<file path="src/design/amsm_ram.sv">
// ---------------------------------------------------------------------------
// amsm_ram: generic simple dual-port RAM
// One write port, one read port with registered read data.
// ---------------------------------------------------------------------------
module amsm_ram #(
	parameter int WIDTH = 8,
	parameter int DEPTH = 16,
	parameter int AW    = (DEPTH > 1) ? $clog2(DEPTH) : 1
) (
	input  logic             clk,
	input  logic             we,
	input  logic [AW-1:0]    waddr,
	input  logic [WIDTH-1:0] wdata,
	input  logic [AW-1:0]    raddr,
	output logic [WIDTH-1:0] rdata
);

	logic [WIDTH-1:0] mem_q [DEPTH];

	always_ff @(posedge clk) begin
		if (we) begin
			mem_q[waddr] <= wdata;
		end
		rdata <= mem_q[raddr];
	end

endmodule

</file>
<file path="config.mk">
export PLATFORM = sky130hd
export DESIGN_NAME = amsm_ram
export DESIGN_NICKNAME = d
export VERILOG_FILES = /design/src/design/amsm_ram.sv
export SDC_FILE = /design/constraint.sdc
export NUM_CORES = 1
export LEC_CHECK = 0
export ABC_AREA = 1
export BUFFER_PORTS_ARGS = -buffer_cell sky130_fd_sc_hd__buf_2
export CAP_MARGIN = 20
export CORE_ASPECT_RATIO = 0.7
export CORE_MARGIN = 5
export CORE_UTILIZATION = 65
export DETAILED_ROUTE_END_ITERATION = 8
export PLACE_DENSITY = 0.93
export SYNTH_ARGS = -nofsm -noshare
export SYNTH_HDL_FRONTEND = slang
export SYNTH_SLANG_ARGS = --single-unit
</file>
<file path="constraint.sdc">
create_clock -name clk -period 2.8 [get_ports clk]
set_clock_uncertainty 0.05 [all_clocks]
set_input_delay 0.56 -clock clk [delete_from_list [all_inputs] [get_ports clk]]
set_output_delay 0.56 -clock clk [all_outputs]
set_load 0.05 [all_outputs]
</file>
# Yosys cells after proc, flatten, opt, wreduce, memory -nomap -nowiden
# Memory sizes are Yosys's and may differ from the RTL's. A register that Yosys moved wholly into a read port is not among the register bits.
# Cells that the tools add are included.
# W data, S select, Z words.
[word_totals]
register_bits = 0
mem_bits_rw = 128
in_bits = 18
out_inout_bits = 8
wordCells = 3
memories = 1
[classes]
muxes = 2
[memory_table]
columns = ["memory", "depth", "word_bits", "read_ports", "rd_clocked_by_memory_dff", "write_ports", "line_no", "source"]
rows = [
  ["mem_q", 16, 8, 1, 1, 1, "18", "logic [WIDTH-1:0] mem_q [DEPTH];"],
]
[op_table]
columns = ["operator", "count"]
rows = [
  ["$mux W1", 2],
]

# Longest topological paths before layout
[depth]
depth_word = 2
mapped_depth = 8
ltp_nobuf = 7

# Worst setup path after synthesis
# No wires, ideal clock.
[synth_timing]
path_kind = "in2reg"
startpoint = "input waddr[2]"
endpoint = "memory mem_q[10][0] (enable)"
setup_time_ns = 0.370
t_arrival_ns = 1.141
t_required_ns = 2.380
path_slack_ns = 1.239
path_stages = 2
n_path_buf = 0
cell_sequence = "nand3b_1 -> nor2_1"
[synth_rtl]
columns = ["element", "line_no", "source"]
rows = [
  ["start, declared", "12", "input logic [AW-1:0] waddr,"],
  ["end, declared", "18", ""],
]
# No word-level cell before the write port.

# Worst setup path after layout
[layout_timing]
startpoint = "register rdata[7], read port of mem_q"
endpoint = "output rdata[7]"
[layout_rtl]
columns = ["element", "line_no", "source"]
rows = [
  ["start, declared", "15", "output logic [WIDTH-1:0] rdata"],
]
# No word-level cell between the ends.

==> metrics <==
Area growth syn-to-layout 12.9%; Netlist Area Pre-Place 5770 µm²; post-CTS sizing 0; Filler Cells Inserted 556; Die Area 10900 µm²; VDD IR max 0.796 mV; final wirelength 13.4 mm; Num CTS Buffers 17; routed vias/inst 5.64; row cnt 28; clock share of power 46.3%; measured slew at the worst slew-check pin 0.883 ns; most common cell after layout, fill and taps aside nand2_1; H-tree levels 4; num ports 26; Warnings, synthesis 0; first-pass GRT wire length 20.6 mm; CTS tree built; power per standard cell area 747 nW/µm²; residual DRC count 0; worst skew pair latency 0.42 ns; drt wl/cell 18.9 µm; Die Width 123 µm; critical path class reg -> out; distinct cell type count after synthesis 12; router iterations before antenna repair 6; crit path capture type primary output; CTS Hold Bufs 0; fin crit share 60.5%; gr ovfl total 0; vias in the first global route 3800; Post-Syn Nets 569; maximum clock frequency 0.591 GHz; worst rel slew slack 40.9%; Synth Instances 551; CP Cell Sequence buf_2; crit path time final 1.69 ns; Routed Antenna Nets 0; Startpoint Class register; gpl congestion 0.900; RSZ-0062 raised after global routing no; Pint 3.75 mW; worst hold slack 0.444 ns; Seq pwr share 47.1%; CTS root buffer clkbuf_16; clock sinks 136; pin count of the biggest net entering global routing 65; leading area contributor after synthesis edfxtp_1; antenna diode count 0; Max Cap Viol 0; Seq cells post-synth 136; critical path's top delay family flip-flops; setup tns final 0 ns; Die Y 88.8 µm; top cell type's share of synthesized area 66.7%; status complete, no violations; Buf/Inv on CP 1; Slew Limit Fails 0; register area share after synthesis 69.4%; CP required 2.19 ns; Final Net Count 592; Setup Viol. Count Final 0; clk slew on worst S/H paths 0.06 ns; share of cells above drive strength 1 10.4%; critical path peak fanout 1; CORE AREA 8550 µm²; post-CTS setup buffer count 0; Total Routing Usage GR 26.4%; final worst setup slack 1.11 ns; Setup WS pre-CTS 0.772 ns; Longest Clk Path Bufs 2; sw frac 22.9%; Comb power frac 6.5%; LEAKAGE 2.81 nW; Min-Delay Path Class in -> reg; First DRT Iteration DRCs 558; DP HPWL 8.12 mm; Crit-path slowest cell dfxtp_1; IO Port Bufs 25; via count 3986; WP data arrival 1.08 ns; initial antenna violation count 0; mean post-synth cell area 10.5 µm²; CP peak stage delay 0.38 ns; most frequent cells in the layout 173 x nand2_1, 128 x edfxtp_1, 100 x inv_1; Sw Pwr 1.11 mW; Initial Util 67.5%; largest cells by area after synthesis edfxtp_1 67%, nand2_1 11%, nand3_1 8.4%; final hold viol count 0
worst min-delay path, stage by stage:
cell and delay, ns:
buf_2 0.17, nand3_1 0.10, nand2_1 0.04
cell families (layout without fill, tap and decap cells):
kind of cell | count (synthesis) | after routing | share of synthesized area, %
and+or+nand+nor | 289 | 289 | 21.0
DFF | 136 | 136 | 69.4
buffers and inverters | 126 | 162 | 9.52
state kept, by name, indices dropped and copies added (netlist names):
signal  flops
mem_q     128
rdata       8
routing by layer:
layer,routed length [µm],GRT usage (%)
met1,5390,38.5
met2,5890,38.9
met3,1780,7.03
met4,304,9.76
met5,0,0
stage by stage:
| stage | utilization (%) | cells | power (mW) | area, µm² |
|---|---|---|---|---|
| after floorplan | - | 551 | 2.54 | 5770 |
| after global placement | 69.1 | 675 | 2.63 | 5910 |
| after detailed placement | 69.1 | 675 | 2.64 | 5910 |
| after CTS | 76.2 | 707 | 4.86 | 6510 |
| after global routing | 76.2 | 707 | 5.01 | 6510 |
| final | 76.2 | 707 | 4.86 | 6510 |
cell usage after synthesis:
cell,n
buf_1,1
buf_2,13
buf_4,4
buf_6,6
dfxtp_1,8
edfxtp_1,128
inv_1,100
inv_2,2
nand2_1,173
nand3_1,97
nand3b_1,2
nor2_1,17
path summary, 6_finish.rpt:
kind / from / endpoint / slack [ns] / cells after the start
setup / recovery: rdata[7] / rdata[7] / 1.11 / 1
hold / removal: raddr[3] / rdata[5] / 0.44 / 3
setup reg to reg: mem_q[9][4] / rdata[4] / 1.64 / 6
hold reg to reg: mem_q[13][5] / rdata[5] / 0.62 / 6
power groups by stage:
stage          clock network (mW)  logic, mW  registers [mW]
5_1_grt                      2.37      0.342            2.29
4_1_cts                      2.26      0.312            2.29
3_3_place_gp                    0      0.299            2.33
2_1_floorplan                   0      0.161            2.38
6_report                     2.25      0.318            2.29
3_5_place_dp                    0      0.307            2.33
area by class of cell:
cell class                 instances  area, µm²  area share, %
clock buffer                      17        425           6.53
clock inverter                    15        176           2.71
inverter                         102        383           5.88
multi-input combinational        289       1210           18.6
sequential                       136       4000           61.5
tap                              120        150           2.31
timing repair buffer              28        160           2.46
No activity file was read; power rests on OpenSTA's default activity.
